$ cat src/rtl/tbgd_pkg.sv
// ----------------------------------------------------------------------------
// Two-button gesture detector package
// Shared types, codes and helpers for the gesture detector block.
// ----------------------------------------------------------------------------
`timescale 1ns / 1ps

package tbgd_pkg;

    // Configuration port geometry
    localparam int CFG_INDEX_W = 3;
    localparam int CFG_DATA_W  = 8;
    localparam int COUNT_W     = 8;

    // Register indexes
    localparam logic [CFG_INDEX_W-1:0] REG_GESTURE_WINDOW = 3'd0;
    localparam logic [CFG_INDEX_W-1:0] REG_REPEAT_WINDOW  = 3'd1;
    localparam logic [CFG_INDEX_W-1:0] REG_HOLD_CHECK     = 3'd2;
    localparam logic [CFG_INDEX_W-1:0] REG_LONG_THRESHOLD = 3'd3;
    localparam logic [CFG_INDEX_W-1:0] REG_HOLD_HEAD      = 3'd4;

    // Register reset values
    localparam logic [CFG_DATA_W-1:0] RST_GESTURE_WINDOW = 8'd6;
    localparam logic [CFG_DATA_W-1:0] RST_REPEAT_WINDOW  = 8'd1;
    localparam logic [CFG_DATA_W-1:0] RST_HOLD_CHECK     = 8'd1;
    localparam logic [CFG_DATA_W-1:0] RST_LONG_THRESHOLD = 8'd20;
    localparam logic [CFG_DATA_W-1:0] RST_HOLD_HEAD      = 8'd10;

    typedef enum logic [1:0] {
        CMD_TICK  = 2'd0,
        CMD_PRESS = 2'd1,
        CMD_READ  = 2'd2
    } cmd_t;

    typedef enum logic [1:0] {
        PH_IDLE = 2'd0,
        PH_WIN  = 2'd1,
        PH_REP  = 2'd2,
        PH_HOLD = 2'd3
    } phase_t;

    typedef enum logic [2:0] {
        G_NONE    = 3'd0,
        G_SINGLE1 = 3'd1,
        G_SINGLE2 = 3'd2,
        G_DOUBLE1 = 3'd3,
        G_DOUBLE2 = 3'd4,
        G_BOTH    = 3'd5,
        G_LONG1   = 3'd6,
        G_LONG2   = 3'd7
    } gesture_t;

    typedef struct packed {
        logic [1:0] cmd;
        logic       button_one_level;
        logic       button_two_level;
    } in_item_t;

    typedef struct packed {
        logic [2:0] gesture;
        logic       gesture_pending;
        logic [1:0] timer_phase;
    } out_item_t;

    typedef struct packed {
        logic [CFG_DATA_W-1:0] gesture_window_ticks;
        logic [CFG_DATA_W-1:0] repeat_window_ticks;
        logic [CFG_DATA_W-1:0] hold_check_ticks;
        logic [CFG_DATA_W-1:0] long_hold_level;
        logic [CFG_DATA_W-1:0] hold_head_start;
    } cfg_t;

    typedef struct packed {
        gesture_t           held_gesture;
        logic               pending;
        phase_t             phase;
        logic [COUNT_W-1:0] count_one;
        logic [COUNT_W-1:0] count_two;
        logic [COUNT_W-1:0] tick_count;
    } state_t;

    // Saturating 8-bit add
    function automatic logic [COUNT_W-1:0] sat_add(input logic [COUNT_W-1:0] a,
                                                   input logic [COUNT_W-1:0] b);
        logic [COUNT_W:0] s;
        s = {1'b0, a} + {1'b0, b};
        return s[COUNT_W] ? {COUNT_W{1'b1}} : s[COUNT_W-1:0];
    endfunction

endpackage

$ cat src/rtl/tbgd_cfg_regs.sv
// ----------------------------------------------------------------------------
// Gesture detector configuration registers
// Holds the five timing registers, written through a plain write port.
// ----------------------------------------------------------------------------
`timescale 1ns / 1ps

module tbgd_cfg_regs (
    input  logic                             aclk,
    input  logic                             aresetn,
    input  logic                             cfg_wr_en,
    input  logic [tbgd_pkg::CFG_INDEX_W-1:0] cfg_index,
    input  logic [tbgd_pkg::CFG_DATA_W-1:0]  cfg_wdata,
    output tbgd_pkg::cfg_t                   cfg
);

    tbgd_pkg::cfg_t cfg_reg;
    tbgd_pkg::cfg_t cfg_next;

    // Decode the write; unknown indexes drop the data
    always_comb begin
        cfg_next = cfg_reg;
        if (cfg_wr_en) begin
            case (cfg_index)
                tbgd_pkg::REG_GESTURE_WINDOW: cfg_next.gesture_window_ticks = cfg_wdata;
                tbgd_pkg::REG_REPEAT_WINDOW:  cfg_next.repeat_window_ticks  = cfg_wdata;
                tbgd_pkg::REG_HOLD_CHECK:     cfg_next.hold_check_ticks     = cfg_wdata;
                tbgd_pkg::REG_LONG_THRESHOLD: cfg_next.long_hold_level      = cfg_wdata;
                tbgd_pkg::REG_HOLD_HEAD:      cfg_next.hold_head_start      = cfg_wdata;
                default: ;
            endcase
        end
    end

    always_ff @(posedge aclk) begin
        if (!aresetn) begin
            cfg_reg.gesture_window_ticks <= tbgd_pkg::RST_GESTURE_WINDOW;
            cfg_reg.repeat_window_ticks  <= tbgd_pkg::RST_REPEAT_WINDOW;
            cfg_reg.hold_check_ticks     <= tbgd_pkg::RST_HOLD_CHECK;
            cfg_reg.long_hold_level      <= tbgd_pkg::RST_LONG_THRESHOLD;
            cfg_reg.hold_head_start      <= tbgd_pkg::RST_HOLD_HEAD;
        end else begin
            cfg_reg <= cfg_next;
        end
    end

    assign cfg = cfg_reg;

endmodule

$ cat src/rtl/tbgd_in_stage.sv
// ----------------------------------------------------------------------------
// Gesture detector input stage
// Registers one accepted item and holds it until the engine consumes it.
// ----------------------------------------------------------------------------
`timescale 1ns / 1ps

module tbgd_in_stage (
    input  logic               aclk,
    input  logic               aresetn,
    input  logic               s_valid,
    output logic               s_ready,
    input  tbgd_pkg::in_item_t s_data,
    input  logic               consume,
    output logic               item_valid,
    output tbgd_pkg::in_item_t item
);

    logic               valid_reg;
    logic               valid_next;
    tbgd_pkg::in_item_t data_reg;

    // Take a new item when empty or when the held one leaves this cycle
    assign s_ready    = !valid_reg || consume;
    assign valid_next = (s_valid && s_ready) || (valid_reg && !consume);

    always_ff @(posedge aclk) begin
        if (!aresetn) begin
            valid_reg <= 1'b0;
        end else begin
            valid_reg <= valid_next;
        end
    end

    // Payload needs no reset
    always_ff @(posedge aclk) begin
        if (s_valid && s_ready) begin
            data_reg <= s_data;
        end
    end

    assign item_valid = valid_reg;
    assign item       = data_reg;

endmodule

$ cat src/rtl/tbgd_engine.sv
// ----------------------------------------------------------------------------
// Gesture detector engine
// Holds the detector state and computes one item's update and result.
// ----------------------------------------------------------------------------
`timescale 1ns / 1ps

module tbgd_engine (
    input  logic                aclk,
    input  logic                aresetn,
    input  logic                fire,
    input  tbgd_pkg::in_item_t  item,
    input  tbgd_pkg::cfg_t      cfg,
    output tbgd_pkg::out_item_t result
);

    tbgd_pkg::state_t   state_reg;
    tbgd_pkg::state_t   state_next;
    tbgd_pkg::state_t   exp_state;
    tbgd_pkg::state_t   hold_state;
    tbgd_pkg::gesture_t exp_gesture;
    tbgd_pkg::gesture_t read_gesture;
    logic               exp_flag;
    logic               low1;
    logic               low2;
    logic [tbgd_pkg::COUNT_W-1:0] tick_inc;
    logic [tbgd_pkg::COUNT_W-1:0] limit;
    logic [tbgd_pkg::COUNT_W:0]   count_sum;
    logic                         qual1;
    logic                         qual2;

    assign low1     = !item.button_one_level;
    assign low2     = !item.button_two_level;
    assign tick_inc = tbgd_pkg::sat_add(state_reg.tick_count, 8'd1);

    // Pick the wait of the current phase
    always_comb begin
        case (state_reg.phase)
            tbgd_pkg::PH_WIN: limit = cfg.gesture_window_ticks;
            tbgd_pkg::PH_REP: limit = cfg.repeat_window_ticks;
            default:          limit = cfg.hold_check_ticks;
        endcase
    end

    // Classify at window expiry
    always_comb begin
        exp_state            = state_reg;
        exp_state.tick_count = tick_inc;
        exp_state.phase      = tbgd_pkg::PH_IDLE;
        exp_gesture          = tbgd_pkg::G_NONE;
        exp_flag             = 1'b1;
        count_sum = {1'b0, state_reg.count_one} + {1'b0, state_reg.count_two};
        if (count_sum == 9'd0) begin
            exp_flag = 1'b0;
        end else if (count_sum == 9'd1) begin
            if (low1 || low2) begin
                // lone press still held: start hold checking with a head start
                if (low1) begin
                    exp_state.count_one = tbgd_pkg::sat_add(state_reg.count_one,
                                                            cfg.hold_head_start);
                end
                if (low2) begin
                    exp_state.count_two = tbgd_pkg::sat_add(state_reg.count_two,
                                                            cfg.hold_head_start);
                end
                exp_flag             = 1'b0;
                exp_state.tick_count = '0;
                exp_state.phase      = tbgd_pkg::PH_HOLD;
            end else begin
                exp_gesture = (state_reg.count_two != '0) ? tbgd_pkg::G_SINGLE2
                                                          : tbgd_pkg::G_SINGLE1;
            end
        end else if (count_sum == 9'd2) begin
            if (state_reg.count_two == 8'd2) begin
                exp_gesture = tbgd_pkg::G_DOUBLE2;
            end else if (state_reg.count_one == 8'd2) begin
                exp_gesture = tbgd_pkg::G_DOUBLE1;
            end
        end else if (count_sum == 9'd3) begin
            if (state_reg.count_one == 8'd3 && state_reg.count_two == '0) begin
                exp_gesture = tbgd_pkg::G_DOUBLE1;
            end else if (state_reg.count_two == 8'd3 && state_reg.count_one == '0) begin
                exp_gesture = tbgd_pkg::G_DOUBLE2;
            end else if (state_reg.count_one != '0 && state_reg.count_two != '0) begin
                exp_gesture = tbgd_pkg::G_BOTH;
            end
        end else begin
            if (state_reg.count_one != '0 && state_reg.count_two != '0) begin
                exp_gesture = tbgd_pkg::G_BOTH;
            end else if (state_reg.count_one >= 8'd2) begin
                exp_gesture = tbgd_pkg::G_DOUBLE1;
            end else if (state_reg.count_two >= 8'd2) begin
                exp_gesture = tbgd_pkg::G_DOUBLE2;
            end
        end
        exp_state.held_gesture = exp_gesture;
        exp_state.pending      = exp_flag;
        if (exp_state.phase != tbgd_pkg::PH_HOLD) begin
            exp_state.count_one = '0;
            exp_state.count_two = '0;
        end
    end

    // Hold check: report a long press, keep counting or drop back to idle
    assign qual1 = state_reg.count_one >= cfg.long_hold_level;
    assign qual2 = state_reg.count_two >= cfg.long_hold_level;

    always_comb begin
        hold_state            = state_reg;
        hold_state.tick_count = tick_inc;
        if (qual1 || qual2) begin
            hold_state.held_gesture = qual2 ? tbgd_pkg::G_LONG2 : tbgd_pkg::G_LONG1;
            hold_state.pending      = 1'b1;
            hold_state.count_one    = '0;
            hold_state.count_two    = '0;
            hold_state.phase        = tbgd_pkg::PH_IDLE;
        end else if (low1 || low2) begin
            if (low1) begin
                hold_state.count_one = tbgd_pkg::sat_add(state_reg.count_one, 8'd1);
            end
            if (low2) begin
                hold_state.count_two = tbgd_pkg::sat_add(state_reg.count_two, 8'd1);
            end
            hold_state.tick_count = '0;
            hold_state.phase      = tbgd_pkg::PH_HOLD;
        end else begin
            hold_state.count_one = '0;
            hold_state.count_two = '0;
            hold_state.phase     = tbgd_pkg::PH_IDLE;
        end
    end

    // Apply the command of the item
    always_comb begin
        state_next   = state_reg;
        read_gesture = tbgd_pkg::G_NONE;
        case (item.cmd)
            tbgd_pkg::CMD_TICK: begin
                if (state_reg.phase != tbgd_pkg::PH_IDLE) begin
                    state_next.tick_count = tick_inc;
                    if (tick_inc >= limit) begin
                        state_next = (state_reg.phase == tbgd_pkg::PH_HOLD) ? hold_state
                                                                           : exp_state;
                    end
                end
            end
            tbgd_pkg::CMD_PRESS: begin
                if (low1 && low2) begin
                    state_next.held_gesture = tbgd_pkg::G_BOTH;
                    state_next.pending      = 1'b1;
                    state_next.count_one    = '0;
                    state_next.count_two    = '0;
                    state_next.phase        = tbgd_pkg::PH_IDLE;
                end else begin
                    if (low1) begin
                        state_next.count_one = tbgd_pkg::sat_add(state_reg.count_one, 8'd1);
                    end
                    if (low2) begin
                        state_next.count_two = tbgd_pkg::sat_add(state_reg.count_two, 8'd1);
                    end
                    state_next.tick_count = '0;
                    state_next.phase = (state_reg.phase == tbgd_pkg::PH_WIN ||
                                        state_reg.phase == tbgd_pkg::PH_REP)
                                       ? tbgd_pkg::PH_REP : tbgd_pkg::PH_WIN;
                end
            end
            tbgd_pkg::CMD_READ: begin
                if (state_reg.pending) begin
                    read_gesture            = state_reg.held_gesture;
                    state_next.pending      = 1'b0;
                    state_next.held_gesture = tbgd_pkg::G_NONE;
                end
            end
            default: ;
        endcase
    end

    // Advance the state only when an item passes through
    always_ff @(posedge aclk) begin
        if (!aresetn) begin
            state_reg.held_gesture <= tbgd_pkg::G_NONE;
            state_reg.pending      <= 1'b0;
            state_reg.phase        <= tbgd_pkg::PH_IDLE;
            state_reg.count_one    <= '0;
            state_reg.count_two    <= '0;
            state_reg.tick_count   <= '0;
        end else if (fire) begin
            state_reg <= state_next;
        end
    end

    assign result.gesture         = read_gesture;
    assign result.gesture_pending = state_next.pending;
    assign result.timer_phase     = state_next.phase;

    // Counts are always cleared whenever the detector is idle
    a_idle_counts_clear: assert property (@(posedge aclk) disable iff (!aresetn)
        state_reg.phase == tbgd_pkg::PH_IDLE |->
            state_reg.count_one == '0 && state_reg.count_two == '0)
        else $error("counts nonzero while idle");

    // State moves only when an item is processed
    a_state_hold: assert property (@(posedge aclk) disable iff (!aresetn)
        !fire |=> $stable(state_reg))
        else $error("state changed without an item");

    // A read always leaves nothing pending
    a_read_clears: assert property (@(posedge aclk) disable iff (!aresetn)
        fire && item.cmd == tbgd_pkg::CMD_READ |=> !state_reg.pending)
        else $error("pending flag survived a read");

    // A read with nothing pending reports no gesture
    a_read_empty: assert property (@(posedge aclk) disable iff (!aresetn)
        fire && item.cmd == tbgd_pkg::CMD_READ && !state_reg.pending |->
            result.gesture == tbgd_pkg::G_NONE)
        else $error("gesture reported with nothing pending");

    // Both buttons pressed at once reports the both gesture
    a_both_press: assert property (@(posedge aclk) disable iff (!aresetn)
        fire && item.cmd == tbgd_pkg::CMD_PRESS && low1 && low2 |=>
            state_reg.pending && state_reg.held_gesture == tbgd_pkg::G_BOTH &&
            state_reg.phase == tbgd_pkg::PH_IDLE)
        else $error("two-button press not reported");

endmodule

$ cat src/rtl/two_button_gesture_detector_unit.sv
// ----------------------------------------------------------------------------
// Two-button gesture detector
// Classifies button events into single, double, both and long gestures.
// ----------------------------------------------------------------------------
// Usage:
//   s_valid/s_ready/s_data carry one item per command: timer tick, press
//   event or read-and-clear, together with both pin levels (low = pressed).
//   m_valid/m_ready/m_data return exactly one result per item: the gesture
//   read (zero for other commands), the pending flag and the timer phase.
//   An accepted item first waits in the input register; then the engine
//   updates its state and loads the output register, which raises m_valid.
//   Throughput is one item per cycle while the receiver takes results; the
//   engine's compare and add logic lies between the two registers.
//   When the receiver stalls, the result waits in the output register and
//   the input register still takes one more item; s_ready falls once both
//   are full. The cfg_* port writes the timing registers; the user must
//   use it only while the block is idle, which the block does not enforce.
//   Reset (aresetn low, synchronous) empties both registers, clears all
//   detector state and loads the timing registers with their defaults.
// ----------------------------------------------------------------------------
`timescale 1ns / 1ps

module two_button_gesture_detector_unit (
    input  logic                             aclk,
    input  logic                             aresetn,
    input  logic                             s_valid,
    output logic                             s_ready,
    input  tbgd_pkg::in_item_t               s_data,
    output logic                             m_valid,
    input  logic                             m_ready,
    output tbgd_pkg::out_item_t              m_data,
    input  logic                             cfg_wr_en,
    input  logic [tbgd_pkg::CFG_INDEX_W-1:0] cfg_index,
    input  logic [tbgd_pkg::CFG_DATA_W-1:0]  cfg_wdata
);

    tbgd_pkg::cfg_t      cfg;
    tbgd_pkg::in_item_t  item;
    tbgd_pkg::out_item_t result;
    logic                item_valid;
    logic                advance;
    logic                m_valid_reg;
    logic                m_valid_next;
    tbgd_pkg::out_item_t m_data_reg;

    tbgd_cfg_regs u_cfg (
        .aclk      (aclk),
        .aresetn   (aresetn),
        .cfg_wr_en (cfg_wr_en),
        .cfg_index (cfg_index),
        .cfg_wdata (cfg_wdata),
        .cfg       (cfg)
    );

    tbgd_in_stage u_in (
        .aclk       (aclk),
        .aresetn    (aresetn),
        .s_valid    (s_valid),
        .s_ready    (s_ready),
        .s_data     (s_data),
        .consume    (advance),
        .item_valid (item_valid),
        .item       (item)
    );

    tbgd_engine u_engine (
        .aclk    (aclk),
        .aresetn (aresetn),
        .fire    (advance),
        .item    (item),
        .cfg     (cfg),
        .result  (result)
    );

    // Move an item to the output when the output slot is free or draining
    assign advance      = item_valid && (!m_valid_reg || m_ready);
    assign m_valid_next = advance || (m_valid_reg && !m_ready);

    always_ff @(posedge aclk) begin
        if (!aresetn) begin
            m_valid_reg <= 1'b0;
        end else begin
            m_valid_reg <= m_valid_next;
        end
    end

    // Load the result; hold it while stalled
    always_ff @(posedge aclk) begin
        if (advance) begin
            m_data_reg <= result;
        end
    end

    assign m_valid = m_valid_reg;
    assign m_data  = m_data_reg;

endmodule

$ cat config.mk
export PLATFORM = sky130hd
export DESIGN_NAME = two_button_gesture_detector_unit
export DESIGN_NICKNAME = d
export VERILOG_FILES = /design/src/rtl/tbgd_pkg.sv /design/src/rtl/tbgd_cfg_regs.sv /design/src/rtl/tbgd_in_stage.sv /design/src/rtl/tbgd_engine.sv /design/src/rtl/two_button_gesture_detector_unit.sv
export SDC_FILE = /design/constraint.sdc
export NUM_CORES = 1
export LEC_CHECK = 0
export ABC_AREA = 1
export BUFFER_PORTS_ARGS = -buffer_cell sky130_fd_sc_hd__clkbuf_2
export CAP_MARGIN = 20
export CORE_UTILIZATION = 55
export CTS_CLUSTER_DIAMETER = 80
export CTS_CLUSTER_SIZE = 12
export DETAILED_ROUTE_END_ITERATION = 10
export GPL_ROUTABILITY_DRIVEN = 0
export PLACE_DENSITY_LB_ADDON = 0.2
export SLEW_MARGIN = 30
export SYNTH_ARGS = -nofsm -noshare
export SYNTH_HDL_FRONTEND = slang
export SYNTH_SLANG_ARGS = --single-unit
$ cat constraint.sdc
create_clock -name aclk -period 3.25 [get_ports aclk]
set_input_delay 0.1625 -clock aclk [delete_from_list [all_inputs] [get_ports aclk]]
set_output_delay 0.1625 -clock aclk [all_outputs]
set_load 0.05 [all_outputs]
## Word-level counts from Yosys, hierarchy flattened

Index checks and enable logic that the tools add are counted.

| storage, ports and cells | value |
|---|---|
| bits in registers | 82 |
| input bits | 20 |
| output and inout bits | 8 |
| word-level logic and storage cells | 146 |

| operators by class | value |
|---|---|
| add/sub/neg operators | 6 |
| magnitude comparators | 5 |
| equality and inequality tests | 28 |
| muxes and demuxes | 47 |
| reductions and logical operators | 41 |

Operator list:

| operator | count |
|---|---|
| $mux 8 | 12 |
| $mux 30 | 3 |
| $mux 26 | 3 |
| $mux 18 | 3 |
| $pmux 26 s2 | 1 |
| $mux 3 | 12 |
| $eq 8x2->1 const B | 4 |
| $add 8x1->9 const B | 3 |
| $add 8x8->9 | 3 |
| $ge 8x8->1 | 3 |
| $eq 9x2->1 const B | 2 |
| $ge 8x2->1 const B | 2 |
| $logic_not 8->1 | 2 |
| $mux 16 | 1 |
| $pmux 8 s2 | 1 |
| $reduce_and 8->1 | 2 |
| $reduce_bool 8->1 | 2 |
| $mux 4 | 3 |
| $pmux 4 s3 | 1 |
| $reduce_and 2->1 | 6 |
| $eq 9x1->1 const B | 1 |
| $logic_not 9->1 | 1 |
| $logic_and 1x1->1 | 8 |
| $ne 2x1->1 const B | 4 |
| 20 further kinds | 44 |

## Longest topological paths before layout

| logic depth | value |
|---|---|
| depth after elaboration | 13 |
| mapped depth | 22 |
| depth with buffers taken out | 20 |

## Cells and area by module

Synthesis repeated with hierarchy kept, for this count alone.

| unflattened totals | value |
|---|---|
| cell total of the unflattened synthesis | 1039 |
| area, all modules | 6542.5 um2 |

Modules (own cells, without submodules):

| module | instances | cells each | area each (um2) | sequential area each (um2) |
|---|---|---|---|---|
| tbgd_engine | 1 | 781 | 4550.6 | 600.6 |
| tbgd_cfg_regs | 1 | 234 | 1589.0 | 800.8 |
| two_button_gesture_detector_unit | 1 | 13 | 231.5 | 200.2 |
| tbgd_in_stage | 1 | 11 | 171.4 | 140.1 |

## Worst setup path after synthesis

No wires, ideal clock.

| timing | value |
|---|---|
| kind | register -> register |
| start point | register u_engine.state_reg[24] (netlist bit) |
| end point | register u_engine.state_reg[10] (netlist bit) |
| setup time | 0.138 ns |
| arrival time | 2.781 ns |
| required time | 3.112 ns |
| path slack | 0.331 ns |
| stages on the path, launching flop included | 20 |
| buffers on the path | 3 |
| period minus slack after synthesis | 2.919 ns |
| cell sequence | dfxtp_1 inv_1 ha_1 clkbuf_1 clkbuf_1 nand3_1 o21ai_0 ha_1 a21oi_1 o21a_1 nand3_1 nand2_1 inv_1 nand2_1 clkinv_1 buf_2 nand2_1 nand2_1 nand2_1 a21oi_2 |

| on the way | value |
|---|---|
| word-level cells in the longest chain between the ends | 5 |
| elaborated cells between the ends (all ways) | 17 |
| those cells by class | order compare: 1; eq/ne: 9; mux: 5; reduce/logical: 2 |

Ends and longest elaborated chain:

| what | line | source |
|---|---|---|
| start: declaration | tbgd_engine.sv:16 | `tbgd_pkg::state_t state_reg;` |
| start signal: assignment | tbgd_engine.sv:187 | `state_reg <= state_next;` |
| $eq 2x2->1, or another cell as far along | tbgd_engine.sv:37 | `case (state_reg.phase)` |
| $pmux 8 s2 / $mux 30 (equally long branches) | tbgd_engine.sv:37, tbgd_engine.sv:141 |  |
| $ge 8x8->1 / $mux 30 (equally long branches) | tbgd_engine.sv:140 | `if (tick_inc >= limit) begin` |
| $ne 2x1->1 (no line) / $mux 30 (equally long branches) | -- |  |
| $reduce_and 8->1 (no line) / $pmux 26 s2 (equally long branches) | -- |  |

Parallel ways exist; a longest one is shown, timed or not. The select of a mux whose other input is x is not followed.
A chain may end at the register's enable or synchronous reset.

## Worst setup path in the final report

| timing | value |
|---|---|
| start point | register u_engine.state_reg[0] (netlist bit) |
| end point | register u_engine.state_reg[9] (netlist bit) |

| on the way | value |
|---|---|
| word-level cells in the longest chain between the ends | 5 |

Ends and longest elaborated chain:

| what | line | source |
|---|---|---|
| $add 8x1->9 | tbgd_pkg.sv:85 | `s = {1'b0, a} + {1'b0, b};` |
| $mux 8 | tbgd_pkg.sv:86 | `return s[COUNT_W] ? {COUNT_W{1'b1}} : s[COUNT_W-1:0];` |
| $ge 8x8->1 | tbgd_engine.sv:140 |  |
| $ne 2x1->1 (no line) | -- |  |
| $reduce_and 8->1 (no line) | -- |  |

No other way between the ends.

==> results_dict.tcl <==
set metrics [dict create \
    clock_skew_ns 0.00464 \
    crit_path_end_kind "flip-flop" \
    post-cts-setup-buffer-count 0 \
    fin_crit_ns 3.02 \
    synthCells 999 \
    post-synth-top-area-fraction_pct 22.2 \
    syn_to_final_growth_pct 11.5 \
    fp.dieH_um 111 \
    internal_power_mw 1.77 \
    p_leak_nw 3.57 \
    p_sw_share_pct 27.3 \
    status "completed" \
    fillCellCount 1040 \
    postSynthAreaPerCell_sq_um 6.50 \
    worstPathRequired_ns 3.46 \
    synth_common_cells "nand2_1 (277), nor2_1 (115), inv_1 (112), nand3_1 (81), dfxtp_1 (72)" \
    slew-limit-headroom_pct 42.0 \
    place.port_buffers 27 \
    pwr-share-seq_pct 44.2 \
    ys_top_cells_by_area "dfxtp_1 (22%), nand2_1 (16%), ha_1 (11%)" \
    ios 28 \
    dieArea_sq_mm 0.0122 \
    cts_sinks 82 \
    synthSimpleGateAreaFrac_pct 37.9 \
    initial_core_util_pct 56.6 \
    route.antenna.remaining_nets 0 \
    slew_violations 0 \
    synth_mux_area_share_pct 0 \
    maxCapViolations 0 \
    worst_path_most_repeated_cell "nand2_1" \
    r2r_end "u_engine.state_reg[9]$_SDFFE_PN0P_" \
    dp_slack_ns 0.212 \
    totalWireLength_um 16800 \
    power.density_mw_per_mm2 337 \
    hold_violations 0 \
    cts_tree "done" \
    rows 39 \
    critPathSlowestCell "or4_4" \
    grt_overflow 0 \
    crit_type "flip-flop to flip-flop" \
    h-tree-depth 3 \
    synth_top_family_by_area "simple AND/OR/NAND/NOR gates" \
    path_cells "ha_1 > nand3_2 > or4_4 > nand3_1 > ha_1 > a21oi_1 > o21ai_0 > nand2_1 > nand3_1 > nand2_1 > inv_1 > nand2_1 > clkinv_1 > buf_4 > nand2_1 > nand2_1 > nand2_1 > a21oi_2" \
    crit_path_start "u_engine.state_reg[0]$_SDFFE_PN0P_" \
    diodes 0 \
    power_mw 2.44 \
    hold_path.class "input port to flip-flop" \
    timing.rr.start "u_engine.state_reg[0]$_SDFFE_PN0P_" \
    post-route-period-util_pct 93.1 \
    ys_seq_elements 82 \
    critPathArrivalTime_ns 3.24 \
    first_pass_iters 5 \
    reg2reg_depth 18 \
    fmax_mhz 331 \
    fin_area_sq_mm 0.00723 \
    vias 6514 \
    synth-adder-area-share_pct 12.3 \
    critPathMaxStageDelay_ns 0.49 \
    post_drt_wl_per_cell_um 14.1 \
    grt_usage_pct 27.9 \
    async_flop_share_pct 0 \
    setup_violations 0 \
    grt_pass1_vias 5982 \
    largest_register_ffs 40 \
    drc 0 \
    endpoint "u_engine.state_reg[9]$_SDFFE_PN0P_" \
    cp-start-kind "flip-flop" \
    clk_pin_slew_ns 0.07 \
    antenna_found_initial 0 \
    hpwl_um 12700 \
    ys_seq_area_share_pct 26.8 \
    grt_pass1_wl_um 27900 \
    clockRootBuffer "clkbuf_16" \
    yosysWarnings 0 \
    synth_compound_area_share_pct 12.8 \
    synthDistinctLibCells 46 \
    synth_xor_area_share_pct 1.74 \
    layout.nets 1122 \
    cts_buffers 9 \
    setup_slack_ns 0.225 \
    core_area_sq_mm 0.0115 \
    synth_area_sq_mm 0.00649 \
    clockBufferDepth 2 \
    power_frac_clock_pct 43.3 \
    dpl_cell_area_sq_mm 0.00686 \
    grt_max_degree 40 \
    rrSetupSlack_ns 0.23 \
    post-synth-top-count-cell "nand2_1" \
    synth_top_area_cell "dfxtp_1" \
    synth_edf_count 10 \
    path_max_fanout 16 \
    worstMarginPinSlew_ns 0.863 \
    power.switching_mw 0.665 \
    ys.flop_type "dfxtp_1" \
    drtIter0Drc 467 \
    syn_nets 1081 \
    peakVddDrop_mv 0.350 \
    die_w_um 111 \
    drive_gt1_share_pct 10.5 \
    viasPerCell 5.48 \
    power_frac_comb_pct 12.4 \
    clock_latency_ns 0.35 \
]
## stage by stage
step,setup TNS (ns),std cells,utilization (%),hold WS [ns]
after global placement,0,1168,59.8,0.339
after global routing,-0.0203,1188,63.1,0.0647
final,0,1188,63.1,0.0549
after CTS,0,1188,62.8,0.0489
after detailed placement,0,1168,59.8,0.342
after floorplan,0,999,-,0.261
## worst min path at each step
stage | slack, ns | endpoint | from | cells after the start
4_1_cts | 0.05 | u_in.item_valid$_SDFF_PN0_ | s_valid | 3
2_1_floorplan | 0.26 | u_in.item[0]$_DFFE_PP_ | s_data[0] | 0
6_report | 0.05 | u_in.item_valid$_SDFF_PN0_ | s_valid | 3
3_3_place_gp | 0.34 | u_in.item[0]$_DFFE_PP_ | s_data[0] | 1
3_5_place_dp | 0.34 | u_in.item[1]$_DFFE_PP_ | s_data[1] | 1
5_1_grt | 0.06 | u_in.item_valid$_SDFF_PN0_ | s_valid | 3
## layout make-up
cell class / instances / area (sq um) / share of cell area [%]
inverter: 117 / 439 / 6.07
tap: 143 / 179 / 2.47
clock inverter: 5 / 61.3 / 0.848
multi-input combinational: 777 / 4230 / 58.5
sequential: 82 / 1740 / 24.1
clock buffer: 11 / 243 / 3.36
timing repair buffer: 53 / 340 / 4.71
## critical path: cells and delay by family (launching register included)
kind,cells,cell delay (ns)
compound gates,3,0.31
fa+ha+maj,2,0.49
buf+inv,3,0.36
simple gates,10,1.34
flops,1,0.39
## cells by family after synthesis
group,count (synthesis)
xor gates and xnor gates,12
buffers and inverters,140
AOI/OAI and AO/OA,150
adders and majority gates,62
and+or+nand+nor,553
DFF,82
## timing repair
action,CTS,global route
gates resized for setup,0,6
hold buffers,4,0
hold endpoints to repair,4,0
endpoints found under the setup margin,0,18
## layer usage
layer	GRT usage (%)	vias up	share of wire [%]
li1	-	3377	-
met1	36.1	2910	46
met2	46.9	187	46
met3	3.95	40	5.3
met4	10.8	0	2.7
met5	0	-	0
## power groups by stage
stage          clock (mW)  combinational [mW]  sequential, mW
5_1_grt              1.10               0.343            1.08
4_1_cts              1.07               0.302            1.08
3_3_place_gp            0               0.292            1.10
3_5_place_dp            0               0.295            1.10
2_1_floorplan           0               0.199            1.11
6_report             1.06               0.304            1.08
## cells in the final DEF, fill, tap and decap left out, types with 2 or more instances in the layout
| cell type | Yosys | final |
|---|---|---|
| nor3_1 | 13 | 11 |
| ha_1 | 59 | 58 |
| fa_1 | 3 | 3 |
| nand4_1 | 35 | 35 |
| clkinv_1 | 1 | 2 |
| a21oi_2 | 9 | 9 |
| a21oi_1 | 63 | 63 |
| nand3_2 | 13 | 14 |
| buf_4 | 0 | 22 |
| inv_1 | 112 | 111 |
| inv_2 | 4 | 4 |
| o21ai_0 | 63 | 63 |
| nor2_1 | 115 | 115 |
| nor2_4 | 2 | 2 |
| nand3_1 | 81 | 80 |
| nand2_4 | 2 | 2 |
| nor4_1 | 2 | 2 |
| nand3b_1 | 2 | 2 |
| clkbuf_16 | 0 | 9 |
| dlygate4sd3_1 | 0 | 4 |
| nor2_2 | 2 | 2 |
| and3_1 | 2 | 2 |
| o21a_1 | 3 | 3 |
| clkbuf_2 | 0 | 27 |
| a21o_1 | 2 | 2 |
| xnor2_1 | 3 | 3 |
| dfxtp_1 | 72 | 72 |
| o21bai_1 | 2 | 2 |
| edfxtp_1 | 10 | 10 |
| xor2_1 | 8 | 8 |
| nand2_1 | 277 | 277 |
| nor3_2 | 1 | 2 |
| o211ai_1 | 2 | 2 |
| or2_2 | 2 | 2 |
(Power assumes the default switching activity.)
